File: config.mk
export PLATFORM = sky130hd
export DESIGN_NAME = json_byte_tokenizer
export DESIGN_NICKNAME = d
export VERILOG_FILES = /design/src/rtl/core/jbt_pkg.sv /design/src/rtl/core/jbt_lexer.sv /design/src/rtl/core/jbt_out_buf.sv /design/src/rtl/core/json_byte_tokenizer.sv
export SDC_FILE = /design/constraint.sdc
export NUM_CORES = 1
export LEC_CHECK = 0
export BUFFER_PORTS_ARGS = -buffer_cell sky130_fd_sc_hd__buf_2
export CELL_PAD_IN_SITES_DETAIL_PLACEMENT = 0
export CELL_PAD_IN_SITES_GLOBAL_PLACEMENT = 1
export CORE_ASPECT_RATIO = 0.75
export CORE_MARGIN = 4
export CORE_UTILIZATION = 48
export DETAILED_ROUTE_END_ITERATION = 10
export PLACE_DENSITY = 0.95
export SETUP_SLACK_MARGIN = 0.5
export SLEW_MARGIN = 10
export SYNTH_ARGS = -nofsm -noshare
export SYNTH_HDL_FRONTEND = slang
export SYNTH_SLANG_ARGS = --single-unit
File: constraint.sdc
create_clock -name clk -period 6.8 [get_ports clk]
set_input_delay 0 -clock clk [delete_from_list [all_inputs] [get_ports clk]]
set_output_delay 0 -clock clk [all_outputs]
set_load 0.01 [all_outputs]
File: src/rtl/core/jbt_pkg.sv
// Shared types, character codes and keyword tables for the JSON byte tokenizer.
// No dependencies; imported by jbt_lexer, jbt_out_buf and json_byte_tokenizer.
package jbt_pkg;

  // Token kinds carried on the output tuser
  localparam logic [2:0] KIND_PUNCT  = 3'd0;
  localparam logic [2:0] KIND_NUMBER = 3'd1;
  localparam logic [2:0] KIND_STRING = 3'd2;
  localparam logic [2:0] KIND_BOOL   = 3'd3;
  localparam logic [2:0] KIND_NULL   = 3'd4;
  localparam logic [2:0] KIND_END    = 3'd5;
  localparam logic [2:0] KIND_ERROR  = 3'd6;

  // Input item kinds
  localparam logic MODE_TEXT = 1'b0;
  localparam logic MODE_END  = 1'b1;

  // Keyword selectors
  localparam logic [1:0] KW_TRUE  = 2'd0;
  localparam logic [1:0] KW_FALSE = 2'd1;
  localparam logic [1:0] KW_NULL  = 2'd2;

  // Character codes
  localparam logic [7:0] CH_SPACE  = 8'h20;
  localparam logic [7:0] CH_TAB    = 8'h09;
  localparam logic [7:0] CH_LF     = 8'h0A;
  localparam logic [7:0] CH_CR     = 8'h0D;
  localparam logic [7:0] CH_FF     = 8'h0C;
  localparam logic [7:0] CH_BS     = 8'h08;
  localparam logic [7:0] CH_LBRACE = 8'h7B;
  localparam logic [7:0] CH_RBRACE = 8'h7D;
  localparam logic [7:0] CH_LBRACK = 8'h5B;
  localparam logic [7:0] CH_RBRACK = 8'h5D;
  localparam logic [7:0] CH_COLON  = 8'h3A;
  localparam logic [7:0] CH_COMMA  = 8'h2C;
  localparam logic [7:0] CH_PLUS   = 8'h2B;
  localparam logic [7:0] CH_MINUS  = 8'h2D;
  localparam logic [7:0] CH_ZERO   = 8'h30;
  localparam logic [7:0] CH_NINE   = 8'h39;
  localparam logic [7:0] CH_DOT    = 8'h2E;
  localparam logic [7:0] CH_QUOTE  = 8'h22;
  localparam logic [7:0] CH_BSLASH = 8'h5C;
  localparam logic [7:0] CH_SLASH  = 8'h2F;
  localparam logic [7:0] CH_LO_E   = 8'h65;
  localparam logic [7:0] CH_UP_E   = 8'h45;
  localparam logic [7:0] CH_LO_B   = 8'h62;
  localparam logic [7:0] CH_LO_F   = 8'h66;
  localparam logic [7:0] CH_LO_N   = 8'h6E;
  localparam logic [7:0] CH_LO_R   = 8'h72;
  localparam logic [7:0] CH_LO_T   = 8'h74;

  typedef enum logic [3:0] {
    LX_IDLE, LX_ERROR, LX_STR, LX_STR_ESC, LX_KEYWORD,
    LX_NUM_SIGN, LX_NUM_ZERO, LX_NUM_INT, LX_NUM_DOT, LX_NUM_FRAC,
    LX_NUM_EXP, LX_NUM_EXP_SIGN, LX_NUM_EXP_DIG
  } lex_state_t;

  // One token result
  typedef struct packed {
    logic [2:0] kind;
    logic [7:0] data;
    logic       has;
    logic       tok_last;
  } token_t;

  // One result item as held in the output buffer
  typedef struct packed {
    token_t tok;
    logic   run_last;
  } out_item_t;

  // Results of one input item, lexer to output buffer
  typedef struct packed {
    logic [1:0] count;
    out_item_t  item0;
    out_item_t  item1;
  } res_pair_t;

  function automatic token_t mk_tok(logic [2:0] kind, logic [7:0] data,
                                    logic has, logic tok_last);
    token_t t;
    t.kind     = kind;
    t.data     = has ? data : 8'h00;
    t.has      = has;
    t.tok_last = tok_last;
    return t;
  endfunction

  function automatic logic is_digit(logic [7:0] c);
    return (c >= CH_ZERO) && (c <= CH_NINE);
  endfunction

  // Keyword text: true, false, null
  function automatic logic [7:0] kw_char(logic [1:0] sel, logic [2:0] pos);
    logic [7:0] ch;
    ch = 8'h00;
    unique case (sel)
      KW_TRUE: begin
        case (pos)
          3'd0: ch = 8'h74;
          3'd1: ch = 8'h72;
          3'd2: ch = 8'h75;
          3'd3: ch = 8'h65;
          default: ch = 8'h00;
        endcase
      end
      KW_FALSE: begin
        case (pos)
          3'd0: ch = 8'h66;
          3'd1: ch = 8'h61;
          3'd2: ch = 8'h6C;
          3'd3: ch = 8'h73;
          3'd4: ch = 8'h65;
          default: ch = 8'h00;
        endcase
      end
      default: begin
        case (pos)
          3'd0: ch = 8'h6E;
          3'd1: ch = 8'h75;
          3'd2: ch = 8'h6C;
          3'd3: ch = 8'h6C;
          default: ch = 8'h00;
        endcase
      end
    endcase
    return ch;
  endfunction

  function automatic logic [2:0] kw_len(logic [1:0] sel);
    return (sel == KW_FALSE) ? 3'd5 : 3'd4;
  endfunction

endpackage

File: src/rtl/core/jbt_lexer.sv
// Lexer state register and per-byte transition logic.
// Depends on jbt_pkg; produces up to two token results per accepted item.
module jbt_lexer
  import jbt_pkg::*;
(
  input  logic       clk,
  input  logic       rst,
  input  logic       accept,
  input  logic       mode,
  input  logic [7:0] text_byte,
  output res_pair_t  results
);

  lex_state_t lex_state, lex_state_next;
  logic [1:0] kw_sel, kw_sel_next;
  logic [2:0] kw_pos, kw_pos_next;

  // Token start decode, shared by idle and by a byte that closes a number
  typedef struct packed {
    logic       emit;
    token_t     tok;
    lex_state_t st;
    logic       kw;
    logic [1:0] ksel;
  } start_t;

  function automatic start_t start_lex(logic [7:0] c);
    start_t s;
    s.emit = 1'b0;
    s.tok  = '0;
    s.st   = LX_IDLE;
    s.kw   = 1'b0;
    s.ksel = KW_TRUE;
    if (c == CH_SPACE || c == CH_TAB || c == CH_LF || c == CH_CR || c == CH_FF) begin
      s.emit = 1'b0;
    end else if (c == CH_LBRACE || c == CH_RBRACE || c == CH_LBRACK ||
                 c == CH_RBRACK || c == CH_COLON || c == CH_COMMA) begin
      s.emit = 1'b1;
      s.tok  = mk_tok(KIND_PUNCT, c, 1'b1, 1'b1);
    end else if (c == CH_PLUS || c == CH_MINUS) begin
      s.emit = 1'b1;
      s.tok  = mk_tok(KIND_NUMBER, c, 1'b1, 1'b0);
      s.st   = LX_NUM_SIGN;
    end else if (c == CH_ZERO) begin
      s.emit = 1'b1;
      s.tok  = mk_tok(KIND_NUMBER, c, 1'b1, 1'b0);
      s.st   = LX_NUM_ZERO;
    end else if (is_digit(c)) begin
      s.emit = 1'b1;
      s.tok  = mk_tok(KIND_NUMBER, c, 1'b1, 1'b0);
      s.st   = LX_NUM_INT;
    end else if (c == CH_QUOTE) begin
      s.st   = LX_STR;
    end else if (c == CH_LO_T || c == CH_LO_F || c == CH_LO_N) begin
      s.kw   = 1'b1;
      s.ksel = (c == CH_LO_T) ? KW_TRUE : (c == CH_LO_F) ? KW_FALSE : KW_NULL;
      s.emit = 1'b1;
      s.tok  = mk_tok((c == CH_LO_N) ? KIND_NULL : KIND_BOOL, c, 1'b1, 1'b0);
      s.st   = LX_KEYWORD;
    end else begin
      s.emit = 1'b1;
      s.tok  = mk_tok(KIND_ERROR, c, 1'b1, 1'b1);
      s.st   = LX_ERROR;
    end
    return s;
  endfunction

  start_t     start_s;
  logic       emit0, emit1;
  token_t     r0, r1;
  logic [1:0] sel_eff;
  logic [2:0] pos_inc;
  logic [2:0] kind_kw;
  logic [7:0] esc_byte;
  logic       esc_ok;

  assign start_s = start_lex(text_byte);
  assign sel_eff = (kw_sel == 2'd3) ? KW_NULL : kw_sel;
  assign pos_inc = kw_pos + 3'd1;
  assign kind_kw = (sel_eff == KW_NULL) ? KIND_NULL : KIND_BOOL;

  // Escape decode
  always_comb begin
    esc_ok   = 1'b1;
    esc_byte = text_byte;
    if (text_byte == CH_QUOTE || text_byte == CH_BSLASH || text_byte == CH_SLASH) begin
      esc_byte = text_byte;
    end else if (text_byte == CH_LO_B) begin
      esc_byte = CH_BS;
    end else if (text_byte == CH_LO_F) begin
      esc_byte = CH_FF;
    end else if (text_byte == CH_LO_N) begin
      esc_byte = CH_LF;
    end else if (text_byte == CH_LO_R) begin
      esc_byte = CH_CR;
    end else if (text_byte == CH_LO_T) begin
      esc_byte = CH_TAB;
    end else begin
      esc_ok = 1'b0;
    end
  end

  // Next state and results
  always_comb begin
    lex_state_next = lex_state;
    kw_sel_next    = kw_sel;
    kw_pos_next    = kw_pos;
    emit0          = 1'b0;
    emit1          = 1'b0;
    r0             = '0;
    r1             = '0;
    if (mode == MODE_END) begin
      // End of text: close or flag the pending token, then the end marker
      unique case (lex_state) inside
        LX_IDLE, LX_ERROR: begin
          emit0 = 1'b1;
          r0    = mk_tok(KIND_END, 8'h00, 1'b0, 1'b1);
        end
        LX_NUM_ZERO, LX_NUM_INT, LX_NUM_FRAC, LX_NUM_EXP_DIG: begin
          emit0 = 1'b1;
          r0    = mk_tok(KIND_NUMBER, 8'h00, 1'b0, 1'b1);
          emit1 = 1'b1;
          r1    = mk_tok(KIND_END, 8'h00, 1'b0, 1'b1);
        end
        default: begin
          emit0 = 1'b1;
          r0    = mk_tok(KIND_ERROR, 8'h00, 1'b0, 1'b1);
          emit1 = 1'b1;
          r1    = mk_tok(KIND_END, 8'h00, 1'b0, 1'b1);
        end
      endcase
      lex_state_next = LX_IDLE;
      kw_sel_next    = KW_TRUE;
      kw_pos_next    = 3'd0;
    end else begin
      unique case (lex_state) inside
        LX_ERROR: begin
          lex_state_next = LX_ERROR;
        end
        LX_STR: begin
          if (text_byte == CH_QUOTE) begin
            emit0          = 1'b1;
            r0             = mk_tok(KIND_STRING, 8'h00, 1'b0, 1'b1);
            lex_state_next = LX_IDLE;
          end else if (text_byte == CH_BSLASH) begin
            lex_state_next = LX_STR_ESC;
          end else begin
            emit0 = 1'b1;
            r0    = mk_tok(KIND_STRING, text_byte, 1'b1, 1'b0);
          end
        end
        LX_STR_ESC: begin
          emit0 = 1'b1;
          if (esc_ok) begin
            r0             = mk_tok(KIND_STRING, esc_byte, 1'b1, 1'b0);
            lex_state_next = LX_STR;
          end else begin
            r0             = mk_tok(KIND_ERROR, text_byte, 1'b1, 1'b1);
            lex_state_next = LX_ERROR;
          end
        end
        LX_KEYWORD: begin
          emit0 = 1'b1;
          if (kw_pos < kw_len(sel_eff) && text_byte == kw_char(sel_eff, kw_pos)) begin
            if (pos_inc == kw_len(sel_eff)) begin
              r0             = mk_tok(kind_kw, text_byte, 1'b1, 1'b1);
              lex_state_next = LX_IDLE;
              kw_pos_next    = 3'd0;
            end else begin
              r0          = mk_tok(kind_kw, text_byte, 1'b1, 1'b0);
              kw_pos_next = pos_inc;
            end
          end else begin
            r0             = mk_tok(KIND_ERROR, text_byte, 1'b1, 1'b1);
            lex_state_next = LX_ERROR;
          end
        end
        LX_NUM_SIGN, LX_NUM_DOT, LX_NUM_EXP_SIGN: begin
          // A digit is required here
          emit0 = 1'b1;
          if (is_digit(text_byte)) begin
            r0 = mk_tok(KIND_NUMBER, text_byte, 1'b1, 1'b0);
            if (lex_state == LX_NUM_SIGN) begin
              lex_state_next = (text_byte == CH_ZERO) ? LX_NUM_ZERO : LX_NUM_INT;
            end else if (lex_state == LX_NUM_DOT) begin
              lex_state_next = LX_NUM_FRAC;
            end else begin
              lex_state_next = LX_NUM_EXP_DIG;
            end
          end else begin
            r0             = mk_tok(KIND_ERROR, text_byte, 1'b1, 1'b1);
            lex_state_next = LX_ERROR;
          end
        end
        LX_NUM_EXP: begin
          emit0 = 1'b1;
          if (text_byte == CH_PLUS || text_byte == CH_MINUS) begin
            r0             = mk_tok(KIND_NUMBER, text_byte, 1'b1, 1'b0);
            lex_state_next = LX_NUM_EXP_SIGN;
          end else if (is_digit(text_byte)) begin
            r0             = mk_tok(KIND_NUMBER, text_byte, 1'b1, 1'b0);
            lex_state_next = LX_NUM_EXP_DIG;
          end else begin
            r0             = mk_tok(KIND_ERROR, text_byte, 1'b1, 1'b1);
            lex_state_next = LX_ERROR;
          end
        end
        LX_NUM_ZERO, LX_NUM_INT, LX_NUM_FRAC, LX_NUM_EXP_DIG: begin
          emit0 = 1'b1;
          if (is_digit(text_byte) && lex_state != LX_NUM_ZERO) begin
            r0 = mk_tok(KIND_NUMBER, text_byte, 1'b1, 1'b0);
          end else if (text_byte == CH_DOT && lex_state != LX_NUM_FRAC &&
                       lex_state != LX_NUM_EXP_DIG) begin
            r0             = mk_tok(KIND_NUMBER, text_byte, 1'b1, 1'b0);
            lex_state_next = LX_NUM_DOT;
          end else if ((text_byte == CH_LO_E || text_byte == CH_UP_E) &&
                       lex_state != LX_NUM_EXP_DIG) begin
            r0             = mk_tok(KIND_NUMBER, text_byte, 1'b1, 1'b0);
            lex_state_next = LX_NUM_EXP;
          end else begin
            // Close the number, then lex this byte afresh
            r0             = mk_tok(KIND_NUMBER, 8'h00, 1'b0, 1'b1);
            emit1          = start_s.emit;
            r1             = start_s.tok;
            lex_state_next = start_s.st;
            if (start_s.kw) begin
              kw_sel_next = start_s.ksel;
              kw_pos_next = 3'd1;
            end
          end
        end
        default: begin
          emit0          = start_s.emit;
          r0             = start_s.tok;
          lex_state_next = start_s.st;
          if (start_s.kw) begin
            kw_sel_next = start_s.ksel;
            kw_pos_next = 3'd1;
          end
        end
      endcase
    end
  end

  // Pack results; emit1 only ever follows emit0
  always_comb begin
    results.count          = emit0 ? (emit1 ? 2'd2 : 2'd1) : 2'd0;
    results.item0.tok      = r0;
    results.item0.run_last = !emit1;
    results.item1.tok      = r1;
    results.item1.run_last = 1'b1;
  end

  // State registers
  always_ff @(posedge clk) begin
    if (rst) begin
      lex_state <= LX_IDLE;
      kw_sel    <= KW_TRUE;
      kw_pos    <= 3'd0;
    end else if (accept) begin
      lex_state <= lex_state_next;
      kw_sel    <= kw_sel_next;
      kw_pos    <= kw_pos_next;
    end
  end

endmodule

File: src/rtl/core/jbt_out_buf.sv
// Two-entry result register between the lexer and the output stream.
// Depends on jbt_pkg; frees itself in the cycle its last entry is taken.
module jbt_out_buf
  import jbt_pkg::*;
(
  input  logic      clk,
  input  logic      rst,
  input  logic      load,
  input  res_pair_t results,
  output logic      free,
  output logic      out_valid,
  input  logic      out_ready,
  output out_item_t out_item
);

  logic [1:0] count;
  out_item_t  slot0, slot1;
  logic       pop;

  assign pop       = out_valid && out_ready;
  assign out_valid = (count != 2'd0);
  assign out_item  = slot0;
  // Room for a new item's results once the last held one leaves
  assign free      = (count == 2'd0) || (count == 2'd1 && out_ready);

  // Occupancy
  always_ff @(posedge clk) begin
    if (rst) begin
      count <= 2'd0;
    end else if (load) begin
      count <= results.count;
    end else if (pop) begin
      count <= count - 2'd1;
    end
  end

  // Payload slots
  always_ff @(posedge clk) begin
    if (load) begin
      slot0 <= results.item0;
      slot1 <= results.item1;
    end else if (pop) begin
      slot0 <= slot1;
    end
  end

endmodule

File: src/rtl/core/json_byte_tokenizer.sv
// Top level of the streaming JSON byte tokenizer.
// Depends on jbt_pkg, jbt_lexer and jbt_out_buf.
//
//  channel  | dir | tdata                            | tuser                    | tlast
//  s_axis   | in  | [7:0] text_byte                  | [0] mode                 | -
//  m_axis   | out | [7:0] data_byte, [8] token_last  | [2:0] token_kind, [3] has_byte | run_last
//
// One text byte per cycle while the output register has room: the lexer state updates in the
// accept cycle and results land in a two-entry output register the next cycle.
// An item that gives two results (a number closed by another token's byte, end of text
// inside a token) holds off s_axis until the first of the two results is taken.
// s_axis_tready depends on m_axis_tready when one result is held.
// Synchronous reset returns the lexer to idle and empties the output register.
module json_byte_tokenizer
  import jbt_pkg::*;
(
  input  logic        clk,
  input  logic        rst,
  input  logic        s_axis_tvalid,
  output logic        s_axis_tready,
  input  logic [7:0]  s_axis_tdata,   // [7:0] text_byte
  input  logic [0:0]  s_axis_tuser,   // [0] mode
  output logic        m_axis_tvalid,
  input  logic        m_axis_tready,
  output logic [15:0] m_axis_tdata,   // [7:0] data_byte, [8] token_last, rest zero
  output logic [3:0]  m_axis_tuser,   // [2:0] token_kind, [3] has_byte
  output logic        m_axis_tlast    // run_last
);

  logic      accept;
  logic      buf_free;
  res_pair_t results;
  out_item_t item;

  assign s_axis_tready = buf_free;
  assign accept        = s_axis_tvalid && buf_free;

  jbt_lexer u_lexer (
    .clk       (clk),
    .rst       (rst),
    .accept    (accept),
    .mode      (s_axis_tuser[0]),
    .text_byte (s_axis_tdata),
    .results   (results)
  );

  jbt_out_buf u_out_buf (
    .clk       (clk),
    .rst       (rst),
    .load      (accept),
    .results   (results),
    .free      (buf_free),
    .out_valid (m_axis_tvalid),
    .out_ready (m_axis_tready),
    .out_item  (item)
  );

  // Output packing
  assign m_axis_tdata = {7'b0, item.tok.tok_last, item.tok.data};
  assign m_axis_tuser = {item.tok.has, item.tok.kind};
  assign m_axis_tlast = item.run_last;

endmodule

==> impl_summary.md <==
CTS
The cell sitting at the root of the clock tree is a clkbuf_8. The post-CTS setup repair buffer count is 0. Buffers inserted during clock tree synthesis total 5. The CTS tree is built. The H-tree was split into 2 levels. For this design, the sink count on the clock tree is 38. At the later pin of the worst-skew pair, clock insertion delay measures 0.30 ns. After clock tree synthesis, the clock-pin slew on the worst setup and hold paths is 0.08 ns.

The deepest clock path buffer count is 2. The number of gates resized after cts is 0. The count of hold-fix buffers inserted at cts is 0.

Cells and area
Compared with the post-synthesis result, the final layout area differs by 6.13%. The number of antenna diodes in the final layout is 0. Leaving out filler cells and counting taps, the final layout contains 552. In the final layout, the multi-input gates occupy 2270 sq um. Cells fill 53.8% of the core in the end. The summed area of non-filler cells in the final layout is 3750 sq um. The net total in the final layout is 475. Registers take 1030 sq um.

The count of fill cells added during filler insertion is 665. The proportion of layout cells with a drive suffix above 1 is 13.4%.

Routing
Dividing the detail-routed wire length by the instance count gives 20.9 um. The number of DRC markers in iteration 0 is 516. The final route contains 3683 vias. The remaining routing DRC violations is 0. The total wire length after detailed routing is 11500 um.

The count of nets left with antenna violations once routing finished came out at 0. For this run, the detailed router's first-pass iteration total came to 5. The via count normalized by instance count is 6.67.

Global routing
The first global-routing pass estimated 17800 um of wire. Entering global routing, the biggest net connects 25 pins. For this run, the total global-route usage over all layers was measured as 26.3%. The number of antenna violations at the first check in global routing came to 0.

For this run the aggregate overflow at the end of global routing stands at 0. The number of global-route vias before repair is 3246.

Critical path
Of all nets on the critical path, the largest fanout is 23. STA classifies the critical path startpoint as a flop. The setup slack of the most critical reg-to-reg path is 3.70 ns. The cell depth of the worst flop-to-flop path is 6. The startpoint of the worst-slack reg-to-reg timing path is u_lexer.lex_state[2]$_SDFFE_PP0P_. The data arrival time of the worst path is 3.24 ns.

The endpoint class of the critical path is a flop. The type of the worst setup path is flop to flop. The required time of the critical path is 6.94 ns.

The terminus of the critical flop-to-flop path is u_out_buf.slot1[13]$_DFFE_PP_.

Placed design
After detailed placement, the total cell area comes to 3640 sq um. The wire-length estimate of the detail-placed layout is 8230 um. At the end of routability-driven placement, the weighted congestion stood at 1.02.

The number of placed instances, taps included, is 544. The number of port buffers is 28.

Logic synthesis
The per-instance average area after synthesis is 7.92 sq um. The Yosys warning count is 0. After synthesis, the netlist uses 79 different library cells. The post-synthesis cell area is 3530 sq um. Of the post-synthesis cell area, the dominant cell type holds 23.0%.

The synthesized design contains 38 register bits. The proportion of synthesized flip-flops having asynchronous set or reset is 0%. The post-synthesis cell type with the largest combined area is edfxtp_1. The synthesized instance count is 446.

By area the synthesized netlist is led by edfxtp_1, dfxtp_1, nor2_1, nand2_1, a21oi_1. Summing the sequential cell areas from Yosys gives 29.2% of the chip area. Counting flops with a built-in enable in the synthesized netlist gives 27. In the synthesized netlist the dominant register cell turns out to be edfxtp_1.

Timing
The worst hold margin is 0.0414 ns. In the finished design, the share of the clock period the worst path needs comes to 45.7%. Derived from the worst setup path, the maximum achievable clock frequency is 322 MHz. The relative max-transition margin is 28.8%.

For the final routed database, the setup TNS stands at 0 ns. The number of max-slew violations in the final report is 0. At the pin with the least slew margin, the transition time is 1.06 ns. The shortest period the worst path allows is 3.10 ns. The largest clock skew in the final design is 0.00432 ns. Setup repair after global routing left no endpoint under its margin. The hold violation total from the final report came to 0. Setup violations remaining at the end of the flow were counted as 0.

Min path
The origin of the worst min-delay path is rst. Counting instances, the worst hold path has a depth of 2. The path type of the worst min-delay path is input pin to flop. The worst hold endpoint is u_lexer.kw_sel[1]$_SDFFE_PP0P_.

Flow run
The tool flagged a number of max-cap violations equal to 0.

Floorplan
Once the floorplan was initialized, standard cells occupied 50.7% of the core. The die span in y is 82.3 um. 36 I/O pins were placed.

The floorplan step defined a core boundary enclosing 6960 sq um. The die covers 8810 sq um. The cell row count is 26. The die boundary width is 107 um.

Power
Dividing total power by cell area gives a power density of 227 nW/um^2. Across the VDD grid, the largest voltage drop is 127 uV. Summed over all cells, the static leakage comes to 1.37 nW.

Outcome
The run finished with clean final reports.
power breakdown:
group / switching [mW] / internal, mW
clock network: 0.0881 / 0.105
logic: 0.208 / 0.112
registers: 0.0311 / 0.307
total: 0.327 / 0.524
critical path, stage by stage, from the launching register on:
cell	delay, ns
dfxtp_1	0.89
xnor2_1	0.27
o2111ai_4	0.37
nand3_2	0.21
nor3_1	0.68
nand4_1	0.28
o21ai_0	0.22
per-layer routing:
| layer | vias up | wire [um] | GRT usage [%] |
|---|---|---|---|
| met4 | 0 | 270 | 8.43 |
| met3 | 34 | 1540 | 5.75 |
| met2 | 291 | 4570 | 36.8 |
| met5 | - | 0 | 0 |
| li1 | 1678 | - | - |
| met1 | 1680 | 5140 | 39.7 |
cell usage after synthesis, types with 4 or more instances:
library cell,n
nor3_1,19
nand4_1,6
nor2b_1,9
nor4_1,5
inv_1,13
buf_2,6
buf_4,8
nor2_1,46
nand2_1,45
o22ai_1,9
mux2i_1,7
edfxtp_1,27
a32o_1,6
o2111ai_1,4
ha_1,9
and2_1,9
a31oi_1,7
o211ai_1,9
a21oi_1,31
a211oi_1,4
or2_2,4
dfxtp_1,11
or3_1,6
nand3_1,12
and3_1,6
clkbuf_1,18
nand2b_1,9
o21ai_0,28
logic make-up (layout without fill, tap and decap cells):
logic type                 after synthesis  count (layout)  synth area share, %
and+or+nand+nor                        201             201                 30.4
AOI/OAI and AO/OA                      135             135                 26.7
buffers and inverters                   50              52                 7.02
DFF                                     38              38                 29.2
adders and majority gates                9               9                 3.19
muxes                                    8               8                 2.41
xor gates and xnor gates                 4               4                0.992
other                                    1               7                0.106
layout make-up:
class,count,area share [%]
Multi-Input combinational cell,364,60.7
Clock buffer,8,2.97
Tap cell,98,3.27
Timing Repair Buffer,30,4.14
Inverter,14,1.40
Sequential cell,38,27.5
cells in the final DEF, fill, tap and decap left out, types with 4 or more instances in the layout:
cell type	synthesis	layout
a32o_1	6	6
o22ai_1	9	9
and3_1	6	6
nor2_1	46	46
a211oi_1	4	4
ha_1	9	9
o21ai_0	28	28
o2111ai_1	4	4
nand2_1	45	45
dfxtp_1	11	11
o211ai_1	9	9
inv_1	13	13
edfxtp_1	27	27
nor4_1	5	5
nor3_1	19	19
nor2b_1	9	9
buf_2	6	28
mux2i_1	7	7
nand4_1	6	6
nand3_1	12	12
conb_1	1	7
or3_1	6	6
nand2b_1	9	9
clkbuf_8	0	6
a21oi_1	31	31
or2_2	4	4
and2_1	9	9
a31oi_1	7	7
metrics by stage:
step	setup slack (ns)	power, mW
final	3.70	0.852
after global routing	3.56	0.898
after CTS	3.79	0.846
after detailed placement	3.81	0.653
after global placement	3.85	0.653
after floorplan	4.34	0.558
how the worst max path moves through the flow:
stage                                         to  cells past startpoint                              start
2_1_floorplan     u_lexer.kw_pos[1]$_SDFFE_PP0P_                     10     u_lexer.kw_pos[0]$_SDFFE_PP0P_
3_3_place_gp     u_out_buf.out_item[2]$_DFFE_PP_                      8  u_lexer.lex_state[2]$_SDFFE_PP0P_
3_5_place_dp      u_lexer.kw_pos[1]$_SDFFE_PP0P_                      7  u_lexer.lex_state[2]$_SDFFE_PP0P_
4_1_cts           u_lexer.kw_pos[1]$_SDFFE_PP0P_                      7  u_lexer.lex_state[2]$_SDFFE_PP0P_
5_1_grt        u_lexer.lex_state[2]$_SDFFE_PP0P_                      8  u_lexer.lex_state[1]$_SDFFE_PP0P_
6_report           u_out_buf.slot1[13]$_DFFE_PP_                      6  u_lexer.lex_state[2]$_SDFFE_PP0P_
registers in the layout (all words and copies together) (netlist names):
| register | flops |
|---|---|
| u_out_buf.count | 2 |
| u_out_buf.out_item | 14 |
| u_lexer.kw_pos | 3 |
| u_out_buf.slot1 | 13 |
| u_lexer.lex_state | 4 |
| u_lexer.kw_sel | 2 |
Power figures use the tool's default switching activity.
